**config.mk**
```make
export PLATFORM = sky130hd
export DESIGN_NAME = ultrasonic_echo_ranger_flat
export DESIGN_NICKNAME = d
export VERILOG_FILES = /design/src/rtl/uer_pkg.sv /design/src/rtl/uer_if.sv /design/src/rtl/uer_ctrl.sv /design/src/rtl/uer_scale.sv /design/src/rtl/ultrasonic_echo_ranger.sv /design/src/flat_wrapper.sv
export SDC_FILE = /design/constraint.sdc
export NUM_CORES = 1
export LEC_CHECK = 0
export ABC_AREA = 1
export BUFFER_PORTS_ARGS = -buffer_cell sky130_fd_sc_hd__buf_4
export CORE_MARGIN = 2
export CORE_UTILIZATION = 65
export CTS_CLUSTER_SIZE = 40
export DETAILED_ROUTE_END_ITERATION = 8
export PLACE_DENSITY = 0.87
export SLEW_MARGIN = 20
export SYNTH_ARGS = -nofsm -noshare
export SYNTH_HDL_FRONTEND = slang
export SYNTH_HIERARCHICAL = 1
export SYNTH_SLANG_ARGS = --single-unit
export TNS_END_PERCENT = 100
```
**constraint.sdc**
```tcl
create_clock -name clock -period 11.8 [get_ports clock]
set_input_delay 1.18 -clock clock [delete_from_list [all_inputs] [get_ports clock]]
set_output_delay 1.18 -clock clock [all_outputs]
set_load 0.005 [all_outputs]
```
**src/rtl/uer_pkg.sv**
```systemverilog
`timescale 1ns / 1ps

package uer_pkg;

   localparam int CFG_W      = 16;
   localparam int DIST_W     = 16;
   localparam int CSR_IDX_W  = 2;
   localparam int PHASE_W    = 2;
   localparam int COUNT_WIDTH_DEF = 16;

   // register indexes
   localparam logic [CSR_IDX_W-1:0] REG_TRIGGER_TICKS = 2'd0;
   localparam logic [CSR_IDX_W-1:0] REG_RISE_LIMIT    = 2'd1;
   localparam logic [CSR_IDX_W-1:0] REG_FALL_LIMIT    = 2'd2;

   localparam logic [CFG_W-1:0] TRIGGER_TICKS_RST = 16'd100;
   localparam logic [CFG_W-1:0] RISE_LIMIT_RST    = 16'd50000;
   localparam logic [CFG_W-1:0] FALL_LIMIT_RST    = 16'd30000;

   localparam logic [DIST_W-1:0] DIST_TIMEOUT = 16'hFFFF;

   // measurement phases
   localparam logic [PHASE_W-1:0] PH_IDLE = 2'd0;
   localparam logic [PHASE_W-1:0] PH_TRIG = 2'd1;
   localparam logic [PHASE_W-1:0] PH_RISE = 2'd2;
   localparam logic [PHASE_W-1:0] PH_FALL = 2'd3;

   // distance = width * 343 / 4000, done as width * RECIP >> RECIP_SHIFT.
   // Widths of 2^20 and above always saturate, so the product only needs
   // SCALE_W bits of width; the rounding error stays below one count there.
   localparam int SCALE_W      = 20;
   localparam int RECIP_SHIFT  = 32;
   localparam int RECIP_W      = 29;
   localparam longint DIST_MUL = 343;
   localparam longint DIST_DIV = 4000;
   localparam logic [RECIP_W-1:0] RECIP =
      RECIP_W'((DIST_MUL * (64'd1 << RECIP_SHIFT) + DIST_DIV - 1) / DIST_DIV);
   localparam int PROD_W = SCALE_W + RECIP_W;
   localparam int QUOT_W = PROD_W - RECIP_SHIFT;

   typedef struct packed {
      logic [CFG_W-1:0] trigger_ticks;
      logic [CFG_W-1:0] rise_limit;
      logic [CFG_W-1:0] fall_limit;
   } cfg_type;

   typedef struct packed {
      logic trigger;
      logic done_res;
      logic timed_out;
   } flags_type;

endpackage

```
**src/rtl/uer_if.sv**
```systemverilog
`timescale 1ns / 1ps

interface uer_req_if;
   logic valid;
   logic ready;
   logic start_req;
   logic echo;

   modport source (output valid, output start_req, output echo, input ready);
   modport sink   (input valid, input start_req, input echo, output ready);
endinterface

interface uer_rsp_if;
   logic        valid;
   logic        ready;
   logic        trigger;
   logic        done_res;
   logic        timed_out;
   logic [15:0] range_cm;

   modport source (output valid, output trigger, output done_res, output timed_out,
                   output range_cm, input ready);
   modport sink   (input valid, input trigger, input done_res, input timed_out,
                   input range_cm, output ready);
endinterface

interface uer_csr_if;
   logic        valid;
   logic        ready;
   logic [1:0]  index;
   logic [15:0] data;

   modport source (output valid, output index, output data, input ready);
   modport sink   (input valid, input index, input data, output ready);
endinterface

```
**src/rtl/uer_ctrl.sv**
```systemverilog
`timescale 1ns / 1ps

module uer_ctrl
   import uer_pkg::*;
#(
   parameter int COUNT_WIDTH = COUNT_WIDTH_DEF
) (
   input  logic                   clock,
   input  logic                   reset,
   input  cfg_type                cfg,
   input  logic                   adv,
   input  logic                   in_vld,
   input  logic                   in_start,
   input  logic                   in_echo,
   output logic                   mid_vld,
   output flags_type              mid_flags,
   output logic [COUNT_WIDTH-1:0] mid_width
);

   localparam int CMP_W = (COUNT_WIDTH > CFG_W) ? COUNT_WIDTH : CFG_W;

   logic [PHASE_W-1:0]     phase_ff, phase_in;
   logic [COUNT_WIDTH-1:0] cnt_ff, cnt_in;
   logic [COUNT_WIDTH-1:0] rise_ff, rise_in;
   logic                   echo_prev_ff;
   logic                   mid_vld_ff;
   flags_type              mid_flags_ff, flags_in;
   logic [COUNT_WIDTH-1:0] mid_width_ff, width_in;
   logic [CMP_W-1:0]       c_ext;
   logic                   rising, falling, step;

   assign step    = in_vld && adv;
   assign rising  = in_echo && !echo_prev_ff;
   assign falling = !in_echo && echo_prev_ff;

   always_comb begin
      phase_in = phase_ff;
      cnt_in   = cnt_ff;
      rise_in  = rise_ff;
      flags_in = '0;
      width_in = '0;

      if (phase_in == PH_IDLE && in_start) begin
         cnt_in   = '0;
         phase_in = PH_TRIG;
      end
      c_ext = CMP_W'(cnt_in);

      if (phase_in == PH_TRIG) begin
         if (c_ext < CMP_W'(cfg.trigger_ticks)) flags_in.trigger = 1'b1;
         else phase_in = PH_RISE;
      end

      // an edge wins over the limit on the same tick
      if (phase_in == PH_RISE) begin
         if (rising) begin
            rise_in  = cnt_in;
            phase_in = PH_FALL;
         end else if (c_ext > CMP_W'(cfg.rise_limit)) begin
            flags_in.done_res  = 1'b1;
            flags_in.timed_out = 1'b1;
            phase_in           = PH_IDLE;
         end
      end else if (phase_in == PH_FALL) begin
         if (falling) begin
            width_in          = cnt_in - rise_ff;
            flags_in.done_res = 1'b1;
            phase_in          = PH_IDLE;
         end else if (c_ext > CMP_W'(cfg.fall_limit)) begin
            flags_in.done_res  = 1'b1;
            flags_in.timed_out = 1'b1;
            phase_in           = PH_IDLE;
         end
      end

      if (phase_in != PH_IDLE || flags_in.done_res) cnt_in = cnt_in + COUNT_WIDTH'(1);
   end

   always_ff @(posedge clock) begin
      if (reset) begin
         phase_ff     <= PH_IDLE;
         cnt_ff       <= '0;
         rise_ff      <= '0;
         echo_prev_ff <= 1'b0;
         mid_vld_ff   <= 1'b0;
      end else begin
         if (step) begin
            phase_ff     <= phase_in;
            cnt_ff       <= cnt_in;
            rise_ff      <= rise_in;
            echo_prev_ff <= in_echo;
         end
         if (adv) mid_vld_ff <= in_vld;
      end
   end

   always_ff @(posedge clock) begin
      if (adv) begin
         mid_flags_ff <= flags_in;
         mid_width_ff <= width_in;
      end
   end

   assign mid_vld   = mid_vld_ff;
   assign mid_flags = mid_flags_ff;
   assign mid_width = mid_width_ff;

endmodule

```
**src/rtl/uer_scale.sv**
```systemverilog
`timescale 1ns / 1ps

module uer_scale
   import uer_pkg::*;
#(
   parameter int COUNT_WIDTH = COUNT_WIDTH_DEF
) (
   input  logic                   clock,
   input  logic                   reset,
   input  logic                   adv,
   input  logic                   mid_vld,
   input  flags_type              mid_flags,
   input  logic [COUNT_WIDTH-1:0] mid_width,
   output logic                   out_vld,
   output flags_type              out_flags,
   output logic [DIST_W-1:0]      out_dist
);

   logic [SCALE_W-1:0] w_lo;
   logic               w_hi;
   logic [PROD_W-1:0]  prod;
   logic [QUOT_W-1:0]  quot;
   logic [DIST_W-1:0]  dist_in;
   logic               out_vld_ff;
   flags_type          out_flags_ff;
   logic [DIST_W-1:0]  out_dist_ff;

   generate
      if (COUNT_WIDTH > SCALE_W) begin : g_wide
         assign w_hi = |mid_width[COUNT_WIDTH-1:SCALE_W];
         assign w_lo = mid_width[SCALE_W-1:0];
      end else begin : g_narrow
         assign w_hi = 1'b0;
         assign w_lo = SCALE_W'(mid_width);
      end
   endgenerate

   assign prod = PROD_W'(w_lo) * PROD_W'(RECIP);
   assign quot = prod[PROD_W-1:RECIP_SHIFT];

   always_comb begin
      if (mid_flags.timed_out) dist_in = DIST_TIMEOUT;
      else if (!mid_flags.done_res) dist_in = '0;
      else if (w_hi || quot > QUOT_W'(DIST_TIMEOUT)) dist_in = DIST_TIMEOUT;
      else dist_in = quot[DIST_W-1:0];
   end

   always_ff @(posedge clock) begin
      if (reset) out_vld_ff <= 1'b0;
      else if (adv) out_vld_ff <= mid_vld;
   end

   always_ff @(posedge clock) begin
      if (adv) begin
         out_flags_ff <= mid_flags;
         out_dist_ff  <= dist_in;
      end
   end

   assign out_vld   = out_vld_ff;
   assign out_flags = out_flags_ff;
   assign out_dist  = out_dist_ff;

endmodule

```
**src/rtl/ultrasonic_echo_ranger.sv**
```systemverilog
`timescale 1ns / 1ps

// Ultrasonic ranging controller, one item per microsecond tick.
// req: start_req and the sampled echo level for one tick. Every accepted
//   tick gives exactly one rsp item, in order.
// rsp: trigger level for the tick, done_res/timed_out when a measurement
//   ends, range_cm = width*343/4000 (65535 on timeout or overflow).
// csr: register writes, index 0 trigger_ticks, 1 rise_limit, 2 fall_limit;
//   other indexes are dropped. Always ready; write only while idle.
// Path: an accepted tick passes the input register, the phase/counter
//   stage and the distance multiply stage, then is held on rsp until taken.
// Throughput: one tick per cycle while rsp does not stall; the phase and
//   counter update for a tick is done in the control stage.
// Reset: phase idle, counter, rise time and echo history cleared, registers
//   back to 100 / 50000 / 30000; pipeline empty.
// Stall: the three stages advance together; while a result waits with
//   rsp.ready low the pipeline holds and req.ready drops.
module ultrasonic_echo_ranger
   import uer_pkg::*;
#(
   parameter int COUNT_WIDTH = COUNT_WIDTH_DEF
) (
   input  logic clock,
   input  logic reset,
   uer_req_if.sink   req,
   uer_rsp_if.source rsp,
   uer_csr_if.sink   csr
);

   cfg_type                cfg_ff;
   logic                   in_vld_ff;
   logic                   in_start_ff;
   logic                   in_echo_ff;
   logic                   adv;
   logic                   mid_vld;
   flags_type              mid_flags;
   logic [COUNT_WIDTH-1:0] mid_width;
   logic                   out_vld;
   flags_type              out_flags;
   logic [DIST_W-1:0]      out_dist;

   assign adv       = !out_vld || rsp.ready;
   assign req.ready = adv;
   assign csr.ready = 1'b1;

   always_ff @(posedge clock) begin
      if (reset) begin
         cfg_ff.trigger_ticks <= TRIGGER_TICKS_RST;
         cfg_ff.rise_limit    <= RISE_LIMIT_RST;
         cfg_ff.fall_limit    <= FALL_LIMIT_RST;
      end else if (csr.valid && csr.ready) begin
         unique case (csr.index)
            REG_TRIGGER_TICKS: cfg_ff.trigger_ticks <= csr.data;
            REG_RISE_LIMIT:    cfg_ff.rise_limit    <= csr.data;
            REG_FALL_LIMIT:    cfg_ff.fall_limit    <= csr.data;
            default: ;
         endcase
      end
   end

   always_ff @(posedge clock) begin
      if (reset) in_vld_ff <= 1'b0;
      else if (adv) in_vld_ff <= req.valid;
   end

   always_ff @(posedge clock) begin
      if (adv) begin
         in_start_ff <= req.start_req;
         in_echo_ff  <= req.echo;
      end
   end

   uer_ctrl #(.COUNT_WIDTH(COUNT_WIDTH)) u_ctrl (
      .clock     (clock),
      .reset     (reset),
      .cfg       (cfg_ff),
      .adv       (adv),
      .in_vld    (in_vld_ff),
      .in_start  (in_start_ff),
      .in_echo   (in_echo_ff),
      .mid_vld   (mid_vld),
      .mid_flags (mid_flags),
      .mid_width (mid_width)
   );

   uer_scale #(.COUNT_WIDTH(COUNT_WIDTH)) u_scale (
      .clock     (clock),
      .reset     (reset),
      .adv       (adv),
      .mid_vld   (mid_vld),
      .mid_flags (mid_flags),
      .mid_width (mid_width),
      .out_vld   (out_vld),
      .out_flags (out_flags),
      .out_dist  (out_dist)
   );

   assign rsp.valid     = out_vld;
   assign rsp.trigger   = out_flags.trigger;
   assign rsp.done_res  = out_flags.done_res;
   assign rsp.timed_out = out_flags.timed_out;
   assign rsp.range_cm  = out_dist;

   // a timeout always ends the measurement with the saturated distance
   a_timeout_result: assert property (@(posedge clock) disable iff (reset)
      rsp.valid && rsp.timed_out |-> rsp.done_res && rsp.range_cm == DIST_TIMEOUT)
      else $error("timeout result without done or full-scale distance");

   // trigger is only driven while no edge is being waited for
   a_trigger_not_done: assert property (@(posedge clock) disable iff (reset)
      rsp.valid |-> !(rsp.trigger && rsp.done_res))
      else $error("trigger and done on the same tick");

   // with the receiver taking, an accepted tick passes the input, control and scale registers to the output
   a_latency: assert property (@(posedge clock) disable iff (reset)
      (req.valid && req.ready) ##1 rsp.ready ##1 rsp.ready |=> rsp.valid)
      else $error("accepted tick did not reach the output");

endmodule

```
**src/flat_wrapper.sv**
```systemverilog
// flat-port wrapper written by rule: the top's interface ports become plain ports
module ultrasonic_echo_ranger_flat import uer_pkg::*;
#(
   parameter int COUNT_WIDTH = COUNT_WIDTH_DEF
)
  (clock, reset, req_valid, req_start_req, req_echo, req_ready, rsp_valid, rsp_trigger, rsp_done_res, rsp_timed_out, rsp_range_cm, rsp_ready, csr_valid, csr_index, csr_data, csr_ready);
  uer_req_if req_i ();
  uer_rsp_if rsp_i ();
  uer_csr_if csr_i ();
  input  logic clock;
  input  logic reset;
  input wire logic [$bits(req_i.valid)-1:0] req_valid;
  input wire logic [$bits(req_i.start_req)-1:0] req_start_req;
  input wire logic [$bits(req_i.echo)-1:0] req_echo;
  output wire logic [$bits(req_i.ready)-1:0] req_ready;
  output wire logic [$bits(rsp_i.valid)-1:0] rsp_valid;
  output wire logic [$bits(rsp_i.trigger)-1:0] rsp_trigger;
  output wire logic [$bits(rsp_i.done_res)-1:0] rsp_done_res;
  output wire logic [$bits(rsp_i.timed_out)-1:0] rsp_timed_out;
  output wire logic [$bits(rsp_i.range_cm)-1:0] rsp_range_cm;
  input wire logic [$bits(rsp_i.ready)-1:0] rsp_ready;
  input wire logic [$bits(csr_i.valid)-1:0] csr_valid;
  input wire logic [$bits(csr_i.index)-1:0] csr_index;
  input wire logic [$bits(csr_i.data)-1:0] csr_data;
  output wire logic [$bits(csr_i.ready)-1:0] csr_ready;
  assign req_i.valid = req_valid;
  assign req_i.start_req = req_start_req;
  assign req_i.echo = req_echo;
  assign req_ready = req_i.ready;
  assign rsp_valid = rsp_i.valid;
  assign rsp_trigger = rsp_i.trigger;
  assign rsp_done_res = rsp_i.done_res;
  assign rsp_timed_out = rsp_i.timed_out;
  assign rsp_range_cm = rsp_i.range_cm;
  assign rsp_i.ready = rsp_ready;
  assign csr_i.valid = csr_valid;
  assign csr_i.index = csr_index;
  assign csr_i.data = csr_data;
  assign csr_ready = csr_i.ready;
  ultrasonic_echo_ranger #(.COUNT_WIDTH(COUNT_WIDTH)) u_core (.clock(clock), .reset(reset), .req(req_i), .rsp(rsp_i), .csr(csr_i));
endmodule
```
==> Word-level counts from Yosys, hierarchy flattened <==
Index checks and enable logic that the tools add are counted.
{ "totals": {"ff_bits": 126, "inputBits": 25, "elab_cells": 72} }
{ "classes": {"n_addsub": 2, "multipliers": 1, "n_lt_le_gt_ge": 4, "n_eq_ne": 5, "n_mux": 21, "n_bitwise": 2, "n_reduce_logical": 17} }
{ "op_table": {"columns": ["op", "count"], "rows": [
  ["16-bit 2-to-1 mux", 4],
  ["16-bit by 28-bit multiplier with 44-bit output (second input constant)", 1],
  ["16-bit greater-than comparator", 2],
  ["2-bit 2-to-1 mux", 14],
  ["17-bit by 16-bit greater-than comparator with 1-bit output (second input constant)", 1],
  ["16-bit by 1-bit adder with 16-bit output (second input constant)", 1],
  ["16-bit < comparator", 1],
  ["16-bit subtractor", 1],
  ["2-bit == test (second input constant)", 3],
  ["2-bit AND reduction", 3],
  ["2-bit by 1-bit == test with 1-bit output (second input constant)", 2],
  ["1-bit logical AND", 4],
  ["2-bit zero test", 2],
  ["1-bit zero test", 3],
  ["1-bit 2-to-1 mux", 3],
  ["3-bit AND reduction", 1],
  ["3-bit OR reduction", 1],
  ["1-bit logical OR", 2],
  ["1-bit NOT", 2],
  ["2-bit nonzero test", 1]
]} }

==> Logic depth before layout (Yosys ltp) <==
Gate-level depths: netlist of the first run.
{ "depth": {"word_depth": 13, "mapped_depth": 26, "ltp_nobuf": 26} }

==> Hierarchy <==
The synthesis of the first run kept the hierarchy.
{ "by_module_without_submodules": {"columns": ["module", "n_inst", "cells_per_inst", "area_each_um2"], "rows": [
  ["uer_scale", 1, 1222, 9356.5],
  ["uer_ctrl", 1, 653, 4573.1],
  ["ultrasonic_echo_ranger", 1, 292, 2148.3]
]} }

==> Worst setup path before layout of the first run <==
No wires, ideal clock.
{ "synth_timing": {"path_type": "register to register", "startpoint": "register u_core.u_ctrl.mid_width_ff[4], in the netlist u_core/u_ctrl/mid_width[4]", "endpoint": "register u_core.u_scale.out_dist_ff[7], in the netlist u_core/u_scale/out_dist[7] (data pin)", "t_arrival_ns": 4.976, "slack_ns": 6.560, "path_stages_with_launch": 21, "n_path_buf": 0, "synth_period_minus_slack_ns": 5.240, "cell_sequence": "edfxtp_1 -> fa_1 -> inv_1 -> fa_1 -> fa_1 -> inv_1 -> fa_1 -> fa_1 -> inv_1 -> fa_1 -> inv_1 -> ha_1 -> nand2_1 -> nor2_2 -> inv_2 -> nor3_1 -> nand3b_1 -> nand3_1 -> nand2_1 -> nand3_1 -> nand2_1"} }
{ "synth_via": {"elab_chain_cells": 4} }
{ "synth_lines": {"columns": ["element", "line_no", "rtl"], "rows": [
  ["from (decl)", "uer_ctrl.sv:28", "logic [COUNT_WIDTH-1:0] mid_width_ff, width_in;"],
  ["from (signal assigned)", "uer_ctrl.sv:100", "mid_width_ff <= width_in;"],
  ["16-bit by 28-bit multiplier with 44-bit output (*)", "uer_scale.sv:38", "assign prod = PROD_W'(w_lo) * PROD_W'(RECIP);"],
  ["17-bit by 16-bit greater-than comparator with 1-bit output", "uer_scale.sv:44", "else if (w_hi || quot > QUOT_W'(DIST_TIMEOUT)) dist_in = DIST_TIMEOUT;"],
  ["16-bit 2-to-1 mux (*)", "uer_scale.sv:44", null],
  ["16-bit 2-to-1 mux (*)", "uer_scale.sv:43", "else if (!mid_flags.done_res) dist_in = '0;"],
  ["to (signal assigned)", "uer_scale.sv:56", "out_dist_ff <= dist_in;"],
  ["to (decl)", "uer_scale.sv:26", "logic [DIST_W-1:0] out_dist_ff;"]
]} }
Every way passes the cells marked *; elsewhere a longest branch is shown, timed or not.
A chain may end at the register's enable or synchronous reset.

==> Worst setup path after layout of the first run <==
{ "layout_timing": {"startpoint": "register u_core.u_ctrl.mid_width_ff[4], in the netlist u_core/u_ctrl/mid_width[4]", "endpoint": "register u_core.u_scale.out_dist_ff[8], in the netlist u_core/u_scale/out_dist[8] (data pin)"} }
Same word-level chain as after synthesis.

==> metrics, run 1 <==
FP Rows 57; Resized Gates After CTS 0; main combinational cell family by area after synthesis adder cells; crit-path max FO 7; Worst Max-Slew Pin Slew ~880 ps; critical hold path startpoint u_core/u_ctrl/mid_flags[2]$_SDFFCE_PP0P_; top_reg_cell synth dfxtp_1; CP delay by family, top adder cells; status finished, final reports clean; Worst EP arrival 6050 ps; crit path launch type register; Final Setup Violations 0; cells after synthesis roughly 2200; Synth Area in Simple Gates between 20% and 30%; antenna viol nets, final 0; Peak VDD IR approximately 90 uV; CP Depth 22; DP Wirelength between 30 and 40 mm; vias in the first global route 14200; pin count of the biggest net entering global routing a little under 50; TritonCTS Buffers 17; final hold slack 425 ps; htree depth 4; Core Box Area 0.0243 mm2; CP max-delay cell fa_1; CP endpoint u_core/u_scale/out_dist[8]$_SDFFCE_PP1P_; end of the worst register-to-register path u_core/u_scale/out_dist[8]$_SDFFCE_PP1P_; Post-CTS Setup Bufs 0; Seq cells post-synth about 120; DRC viols 0; r2r setup slk 5920 ps; kind of critical path register to register; Cell variety after synth 50; Avg WL per Cell approximately 17 um; gp weighted congestion about 1; worst path bufs/invs 5; CP required approximately 12000 ps; setup TNS 0 ps; Hold Vio Cnt, Final 0; Final #Nets between 2000 and 3000; Overall Power ~1.3 mW; Syn-to-layout area delta 6.74%; CTS Hold Buffers Added 0; pwr dens around 75 mW/mm2; unrepaired setup endpoints after global routing false; Leak 10.1 nW; CP startpoint u_core/u_ctrl/mid_width[4]$_SDFFCE_PP0P_; ratio of final minimum period to clock period about half; Worst Hold Class register to register; clk_skew roughly 12 ps; max frequency 0.170 GHz; share of post-route cells with drive strength above 1 6.29%; max incr delay on CP between 700 and 800 ps; mux contribution to synthesized area less than 1%; Post-Syn Area per Cell around 7.4 um2; first-pass GRT wire length approximately 70 mm; post-synthesis cell area approximately 0.016 mm2; First-pass DRT Iterations 6; total grt overflow 0; sequential area share after synthesis around 18%; Pins Over Slew Limit 0; WL final 43.1 mm; CTS clk-pin slew, worst paths 60 ps; initial antenna violation count 0; Synth Area in Compound Gates between 4 and 5%; CTS tree done; Slew headroom around 41%; root buffer cell clkbuf_16; Placed Cells between 2000 and 3000; synthesized-area fraction occupied by adder cells 37.3%; reg2reg path depth 22; Max Cap Viol 0; crit-path cells fa_1 > inv_1 > fa_1 > fa_1 > inv_1 > fa_1 > fa_1 > inv_1 > fa_1 > inv_1 > ha_1 > nand2_1 > nor2_1 > nand2_1 > inv_2 > nand3_1 > nor2_1 > nand2_1 > nand3_1 > nand2_1 > nand3_1 > nand2_1; fin util 70.6%; syn nets ~2600; number of port buffers 45; starting density of the core about two thirds; min Tclk post-route 5880 ps; crit end category register; Die Y between 150 and 200 um; IO Pins 47; Die ar. between 0.02 and 0.03 mm2; Post-synth EDFFs 38; via count about 14000; worst skew pair latency 430 ps; Iteration-0 DRC Markers roughly 1100; Clock Path Buffers 2; post-DR vias/cell 5.51; FF-to-FF Start u_core/u_ctrl/mid_width[4]$_SDFFCE_PP0P_; CTS Sinks 124; # diodes 0; die width approximately 160 um; synth warn 6; CP most frequent cell fa_1; Post-Layout Cell Count around 2500; xor/xnor cell area share of the yosys netlist 0.599%; Total Routing Usage GR about a third; Post-synth ARST share 0%
## cell usage after synthesis (5+ instances only)
| cell type | n | area share (%) |
|---|---|---|
| nor3_1 | 25 | 0.78 |
| nor2_2 | 13 | 0.51 |
| fa_1 | 162 | 20 |
| nor3_2 | 5 | 0.31 |
| dfxtp_1 | 86 | 11 |
| inv_1 | 548 | 13 |
| nand4_1 | 38 | 1.5 |
| xor2_1 | 8 | 0.44 |
| nand2_1 | 493 | 12 |
| nand3b_1 | 5 | 0.23 |
| clkbuf_1 | 5 | 0.12 |
| nand3_1 | 98 | 3.1 |
| o21bai_1 | 8 | 0.37 |
| nand2_2 | 7 | 0.27 |
| ha_1 | 220 | 17 |
| nor2_4 | 6 | 0.42 |
| inv_2 | 10 | 0.23 |
| o21ai_0 | 25 | 0.78 |
| buf_4 | 10 | 0.47 |
| buf_6 | 7 | 0.49 |
| nor2_1 | 189 | 4.4 |
| buf_2 | 12 | 0.37 |
| a21oi_1 | 98 | 3.1 |
| edfxtp_1 | 38 | 7.1 |
## logic make-up after synthesis
group / after synthesis
xor+xnor: 11
compound gates: 145
other cells: 1
flops: 124
mux: 1
fa+ha+maj: 382
buf+inv: 600
simple gates: 903
## flip-flops by register name (all words and copies together), names as in the netlist, 2 cells and up
name,cells
u_core/u_ctrl/rise_ff,16
u_core/u_scale/out_dist,14
u_core/u_scale/out_flags,3
u_core/u_ctrl/mid_flags,3
u_core/u_ctrl/cnt_ff,16
u_core/u_ctrl/phase_ff,2
u_core/u_ctrl/mid_width,16
u_core/cfg_ff,48
## per-layer routing
layer / routed length [um] / global-route usage, % / vias to the layer above
met5: 0 / 0 / -
met4: 3380 / 23.7 / 0
met3: 2570 / 4.31 / 179
met2: 20900 / 60.1 / 586
met1: 16300 / 40.3 / 6552
li1: - / - / 6656
## through the flow
stage	cell area, um2	worst slack, ps
final	17200	5920
after CTS	17200	5960
after floorplan	16100	6560
after global routing	17200	5680
after global placement	16600	6090
after detailed placement	16600	5990
## cell type report
type / count / area, um2
clock buffers: 19 / 433
flip-flops and latches: 124 / 2860
multi-input cells: 1443 / 10800
inverters: 564 / 2130
repair buffers: 48 / 360
fillers: 1927 / 7160
clock inverters: 13 / 139
well taps: 324 / 405
## placed cells by master (no fill, tap or decap), drive strengths merged, types with 3 or more instances in the layout
cell      n
nor3     30
xor2      8
inv     567
o21bai    8
a21oi    99
buf      48
edfxtp   38
nand2   504
nand3   103
or2       5
fa      162
nand3b    5
clkbuf   19
a211oi    4
clkinv    7
nand4    40
nor2    208
ha      220
dfxtp    86
nor3b     3
o21ai    27
xnor2     3
## how the worst min path moves through the flow
stage               depth (start not counted)                               endpoint  slack (ps)
finish                                      0  u_core/u_scale/out_flags[2]$_DFFE_PP_         420
global route                                0  u_core/u_scale/out_flags[2]$_DFFE_PP_         450
CTS                                         0  u_core/u_scale/out_flags[2]$_DFFE_PP_         430
detailed placement                          0  u_core/u_scale/out_flags[2]$_DFFE_PP_         410
global placement                            0  u_core/u_scale/out_flags[2]$_DFFE_PP_         410
floorplan                                   0  u_core/u_scale/out_flags[2]$_DFFE_PP_         400
## power breakdown
| part | internal [mW] | leakage [nW] | switching, mW |
|---|---|---|---|
| clock | 0.313 | 0.283 | 0.216 |
| combinational | 0.104 | 8.62 | 0.179 |
| sequential | 0.458 | 1.15 | 0.0134 |
No activity file was read; power rests on OpenSTA's default activity.
==> run 2: changes to the inputs <==
--- a/config.mk
+++ b/config.mk
@@ -8,10 +8,10 @@
 export ABC_AREA = 1
 export BUFFER_PORTS_ARGS = -buffer_cell sky130_fd_sc_hd__buf_4
 export CORE_MARGIN = 2
-export CORE_UTILIZATION = 65
+export CORE_UTILIZATION = 59
 export CTS_CLUSTER_SIZE = 40
 export DETAILED_ROUTE_END_ITERATION = 8
-export PLACE_DENSITY = 0.87
+export PLACE_DENSITY = 0.83
 export SLEW_MARGIN = 20
 export SYNTH_ARGS = -nofsm -noshare
 export SYNTH_HDL_FRONTEND = slang
==> constraint.sdc (replaced) <==
create_clock -name clock -period 5.1 [get_ports clock]
set_input_delay 0.51 -clock clock [delete_from_list [all_inputs] [get_ports clock]]
set_output_delay 0.51 -clock clock [all_outputs]
set_load 0.005 [all_outputs]
==> run 2 against run 1 <==
The run now ends with negative setup slack left. Sequential cell count stayed put. Largest power group unchanged. Final cell count is 6.6% higher. Via count is 7.2% higher. Fmax is 10% higher. Highest routed layer unchanged. Clock skew is 5.5 ps higher. Sequential power is 130% higher.
==> metrics, run 2 (synthesis gave the netlist of run 1 again) <==
status finished with violations; failing checks negative setup slack; CTS tree done; total grt overflow 0 (unchanged); crit-path cells buf_6 > ha_4 > clkinvlp_4 > fa_1 > fa_1 > fa_1 > fa_1 > inv_1 > fa_1 > inv_2 > ha_4 > nand2_2 > nand2_2 > nand2_2 > nand2_2 > inv_2 > nand2_2 > nand2_4 > nand2_2 > nand2_1 > nand3_1 > nand2_1 > nand3_1 > nand2_1; ratio of final minimum period to clock period 105% (+55 points); share of post-route cells with drive strength above 1 19.6% (+13 points); Slew headroom 38.8% (-2.3 points); Worst Hold Class input pin to register; unrepaired setup endpoints after global routing true; clk_skew 17.7 ps (+5.49 ps); post-DR vias/cell 5.54 (+0.55%); Pins Over Slew Limit 0 (unchanged); Die Y 169 um (+4.8%); FP Rows 60 (+5.3%); starting density of the core 59.8% (-6.3 points); CP delay by family, top adder cells; TritonCTS Buffers 17 (unchanged); htree depth 4 (unchanged); pwr dens 168 mW/mm2 (+130%); antenna viol nets, final 0 (unchanged); max incr delay on CP 550 ps (-190 ps); number of flip-flops in the largest register 48 (unchanged); crit path launch type register; via count 15000 (+7.2%); Worst Slack Setup Final -248 ps (-6170 ps); fin util 71.8% (+1.3 points); most frequent cells in the layout 525 x inv_1, 442 x nand2_1, 186 x buf_4, 182 x ha_1, 165 x nor2_1; CTS Sinks 124 (unchanged); worst skew pair latency 430 ps (about the same); First-pass DRT Iterations 7 (+1); Clock Path Buffers 2 (unchanged); Total Routing Usage GR 34.0% (-0.71 points); reg2reg path depth 24 (+9.1%); Leak 11.0 nW (+9.1%); worst path bufs/invs 5 (unchanged); Worst EP arrival 5530 ps (-520 ps); Worst Max-Slew Pin Slew 915 ps (+33.8 ps); Hold Vio Cnt, Final 0 (unchanged); Max Cap Viol 0 (unchanged); vias in the first global route 15100 (+6.2%); IO Pins 47 (unchanged); CP most frequent cell nand2_2; crit-path max FO 4 (-3); WL final 48.2 mm (+12%); r2r setup slk -250 ps (-6170 ps); CP max-delay cell fa_1; kind of critical path register to register; Core Box Area 0.0269 mm2 (+11%); root buffer cell clkbuf_16; CP required 5280 ps (-6690 ps); Final Setup Violations 13 (+13); Hold Path Depth 1 (+1); pin count of the biggest net entering global routing 49 (unchanged); setup TNS -2450 ps (-2450 ps); die width 169 um (+4.8%); Iteration-0 DRC Markers 1187 (+10%); min Tclk post-route 5350 ps (-533 ps); Avg WL per Cell 17.8 um (+4.9%); crit end category register; CP Depth 24 (+9.1%); Die ar. 0.0286 mm2 (+9.9%); number of port buffers 45 (unchanged); commonest non-fill, non-tap cell in the layout inv_1; DP Wirelength 36.4 mm (+2.2%); Final #Nets 2754 (+5.7%); DRC viols 0 (unchanged); final hold slack 252 ps (-172 ps); Syn-to-layout area delta 20.1%; first-pass GRT wire length 75.3 mm (+7.3%); gp weighted congestion 1.03 (+2.1%); largest register by flop count u_core/cfg_ff; max frequency 0.187 GHz (+10%); Overall Power 3.25 mW (+150%); CTS clk-pin slew, worst paths 70 ps (about the same); Peak VDD IR 212 uV (+140%); initial antenna violation count 1 (+1)
==> run 2: cell count changes in the layout (fill, tap and decap cells not counted), sizes merged <==
cell	change
buf	+149
diode	+1
clkinvlp	+2
inv	+1
clkinv	-3
clkbuf	-1
bufinv	+1
==> run 2: worst paths after layout <==
check | start | to
worst max-delay path | u_core/u_ctrl/mid_width[9]$_SDFFCE_PP0P_ | u_core/u_scale/out_dist[8]$_SDFFCE_PP1P_
worst min-delay path | req_start_req | u_core/in_start_ff$_DFFE_PP_
worst max register to register | u_core/u_ctrl/mid_width[9]$_SDFFCE_PP0P_ | u_core/u_scale/out_dist[8]$_SDFFCE_PP1P_
worst min register to register | u_core/u_ctrl/mid_flags[2]$_SDFFCE_PP0P_ | u_core/u_scale/out_flags[2]$_DFFE_PP_
==> run 2: cell type report <==
class | instances | area, um2
inverter | 564 | 2140
tap | 341 | 427
clock inverter | 14 | 180
clock buffer | 18 | 429
sequential | 124 | 2860
antenna | 1 | 2.50
multi-input combinational | 1443 | 11700
timing repair buffer | 197 | 1530
fill | 1950 | 7570
==> run 2: per-layer routing <==
layer | up-vias | share of wire [%] | global-route usage [%]
met2 | 738 | 50 | 61.5
met5 | - | 0 | 0
met1 | 7074 | 36 | 37.9
met3 | 208 | 7.0 | 5.28
met4 | 0 | 6.8 | 20.1
li1 | 6956 | - | -
==> run 2: report_power, final <==
group          total, mW  switching (mW)  internal, mW
combinational      0.863           0.510         0.353
clock               1.30           0.524         0.780
sequential          1.09          0.0256          1.06
==> run 2: stage by stage <==
stage	cells	setup slack, ps	instance area (um2)
2_1_floorplan	2167	5.37	16100
3_3_place_gp	2627	-406	17500
3_5_place_dp	2627	-453	17500
4_1_cts	2683	-96.2	18900
5_1_grt	2701	-408	19300
6_report	2702	-248	19300
==> run 2: repair_timing <==
action                                  4_1_cts  5_1_grt
setup buffers                                24       18
pin swaps                                    65       77
hold buffers                                  0        0
resized for setup                           137       77
endpoints found under the setup margin       13       13
==> run 3: changes to the inputs <==
--- a/config.mk
+++ b/config.mk
@@ -8,10 +8,11 @@
 export ABC_AREA = 1
 export BUFFER_PORTS_ARGS = -buffer_cell sky130_fd_sc_hd__buf_4
 export CORE_MARGIN = 2
-export CORE_UTILIZATION = 59
+export CORE_UTILIZATION = 60
+export CTS_BUF_LIST = sky130_fd_sc_hd__clkbuf_8
 export CTS_CLUSTER_SIZE = 40
 export DETAILED_ROUTE_END_ITERATION = 8
-export PLACE_DENSITY = 0.83
+export PLACE_DENSITY = 0.84
 export SLEW_MARGIN = 20
 export SYNTH_ARGS = -nofsm -noshare
 export SYNTH_HDL_FRONTEND = slang
==> run 3 against run 2 <==
The run still ends with negative setup slack left. Highest routed layer unchanged. Clock power fell by 30%. Non-clock buffer count shrank 23. Via count down 3.0%. Routed wire length is 3.8% lower. Setup slack lost 14 ps. Fmax decreased by 0.26%. Utilization fell by 0.45 points.
==> metrics, run 3 (synthesis gave the netlist of run 1 again) <==
status finished with violations; failing checks negative setup slack; FP Rows 59 (-1.7%); post-DR vias/cell 5.44 (-1.9%); final instance area 0.0187 mm2 (-3.1%); CTS tree done; Die ar. 0.0281 mm2 (-1.6%); fin util 71.4% (-0.45 points); Core Box Area 0.0262 mm2 (-2.5%); clock power share 32.1% (-8.0 points); Worst EP arrival 5560 ps (+30 ps); starting density of the core 61.4% (+1.5 points); Reg power frac 38.3% (+4.9 points); Worst Slack Setup Final -262 ps (-14.1 ps); max frequency 0.186 GHz (-0.26%); # diodes 0 (-1); pin count of the biggest net entering global routing 49 (unchanged); DP Wirelength 36.5 mm (+0.37%); Post-Layout Cell Count 2672 (-1.1%); WL final 46.4 mm (-3.8%); number of port buffers 45 (unchanged); crit path launch type register; Max Cap Viol 0 (unchanged); Hold Vio Cnt, Final 0 (unchanged); total grt overflow 0 (unchanged); setup TNS -2510 ps (-54.8 ps); crit end category register; share of post-route cells with drive strength above 1 17.5% (-2.0 points); final hold slack 226 ps (-26.5 ps); DRC viols 0 (unchanged); number of flip-flops in the largest register 48 (unchanged); Slew headroom 42.6% (+3.9 points); switching power 1.02 mW (-3.6%); CTS clk-pin slew, worst paths 90 ps (+20 ps); commonest non-fill, non-tap cell in the layout inv_1; Worst Max-Slew Pin Slew 857 ps (-57.9 ps); unrepaired setup endpoints after global routing true; htree depth 4 (unchanged); min Tclk post-route 5360 ps (+14.1 ps); ratio of final minimum period to clock period 105% (+0.28 points); kind of critical path register to register; Iteration-0 DRC Markers 1159 (-2.4%); largest register by flop count u_core/cfg_ff; Peak VDD IR 206 uV (-2.8%); vias in the first global route 15100 (-0.099%); Net Sw Frac 36.0% (+3.4 points); Final Setup Violations 13 (unchanged); clk_skew 21.8 ps (+4.04 ps); Syn-to-layout area delta 16.4%; Placed Cells 2617 (-0.38%); Pins Over Slew Limit 0 (unchanged); dpl cell area 0.0174 mm2 (-0.21%); worst slack, placed -374 ps (+79.8 ps); initial antenna violation count 0 (-1); Worst Hold Class input pin to register; CTS Sinks 124 (unchanged); die width 168 um (-0.82%); Total Routing Usage GR 33.5% (-0.54 points); root buffer cell clkbuf_8; P_int 1.81 mW (-17%); Avg WL per Cell 17.4 um (-2.7%); Final #Nets 2731 (-0.84%); IO Pins 47 (unchanged); First-pass DRT Iterations 6 (-1); CP required 5290 ps (about the same); worst skew pair latency 460 ps (+30 ps); pwr dens 152 mW/mm2 (-10%); Leak 10.8 nW (-1.7%); first-pass GRT wire length 74.0 mm (-1.7%); most frequent cells in the layout 526 x inv_1, 449 x nand2_1, 193 x ha_1, 169 x nor2_1, 168 x buf_4; Overall Power 2.84 mW (-13%); gp weighted congestion 0.985 (-4.0%); via count 14500 (-3.0%); crit-path max FO 4 (unchanged); antenna viol nets, final 0 (unchanged); TritonCTS Buffers 17 (unchanged); Combinational Power Share 29.5% (+3.0 points); Die Y 168 um (-0.82%); Clock Path Buffers 2 (unchanged)
run 3: power by group through the flow:
stage	Sequential [mW]	Combinational, mW	Clock [mW]
after global routing	1.09	0.922	0.967
after floorplan	1.10	0.467	0
after global placement	1.11	0.659	0
after detailed placement	1.11	0.688	0
after CTS	1.09	0.794	0.921
final	1.09	0.837	0.911
run 3: per-layer routing:
| layer | global-route usage [%] | share of wire (%) |
|---|---|---|
| met5 | 0 | 0 |
| met2 | 61.4 | 50 |
| met1 | 38.0 | 38 |
| met3 | 4.14 | 5.6 |
| met4 | 17.8 | 6.4 |
run 3: worst max-delay path, cell delays in order (launching register included):
cell and delay [ps]:
edfxtp_1 490, fa_2 700, inv_2 50, fa_1 460
fa_1 500, inv_1 50, fa_2 360, fa_1 540
inv_1 70, fa_1 540, inv_1 70, ha_4 310
nand2_4 80, nor2_4 120, inv_2 70, nor3_4 200
nand3b_1 150, nand2_1 110, nand2_1 50, nand3_1 80
nand2_1 80
run 3: final timing paths:
kind | startpoint | endpoint | slack, ps | depth (start not counted)
setup / recovery | u_core/u_ctrl/mid_width[5]$_SDFFCE_PP0P_ | u_core/u_scale/out_dist[3]$_SDFFCE_PP1P_ | -260 | 20
hold reg to reg | u_core/u_ctrl/mid_flags[2]$_SDFFCE_PP0P_ | u_core/u_scale/out_flags[2]$_DFFE_PP_ | 430 | 0
hold / removal | req_echo | u_core/in_echo_ff$_DFFE_PP_ | 230 | 1
setup reg to reg | u_core/u_ctrl/mid_width[5]$_SDFFCE_PP0P_ | u_core/u_scale/out_dist[3]$_SDFFCE_PP1P_ | -260 | 20
run 3: layout make-up:
cell class              instances  area [um2]
repair buffers                174        1330
fillers                      1999        7500
well taps                     335         419
multi-input cells            1443       11600
clock inverters                14         144
clock buffers                  18         248
flip-flops and latches        124        2860
inverters                     564        2140
run 3: what timing repair did:
| item | 4_1_cts | 5_1_grt |
|---|---|---|
| gates resized for setup | 120 | 61 |
| hold buffers | 0 | 0 |
| pin swaps | 84 | 34 |
| buffers inserted | 17 | 6 |
| setup endpoints to repair | 13 | 13 |
| endpoints found under the hold margin | 0 | 0 |
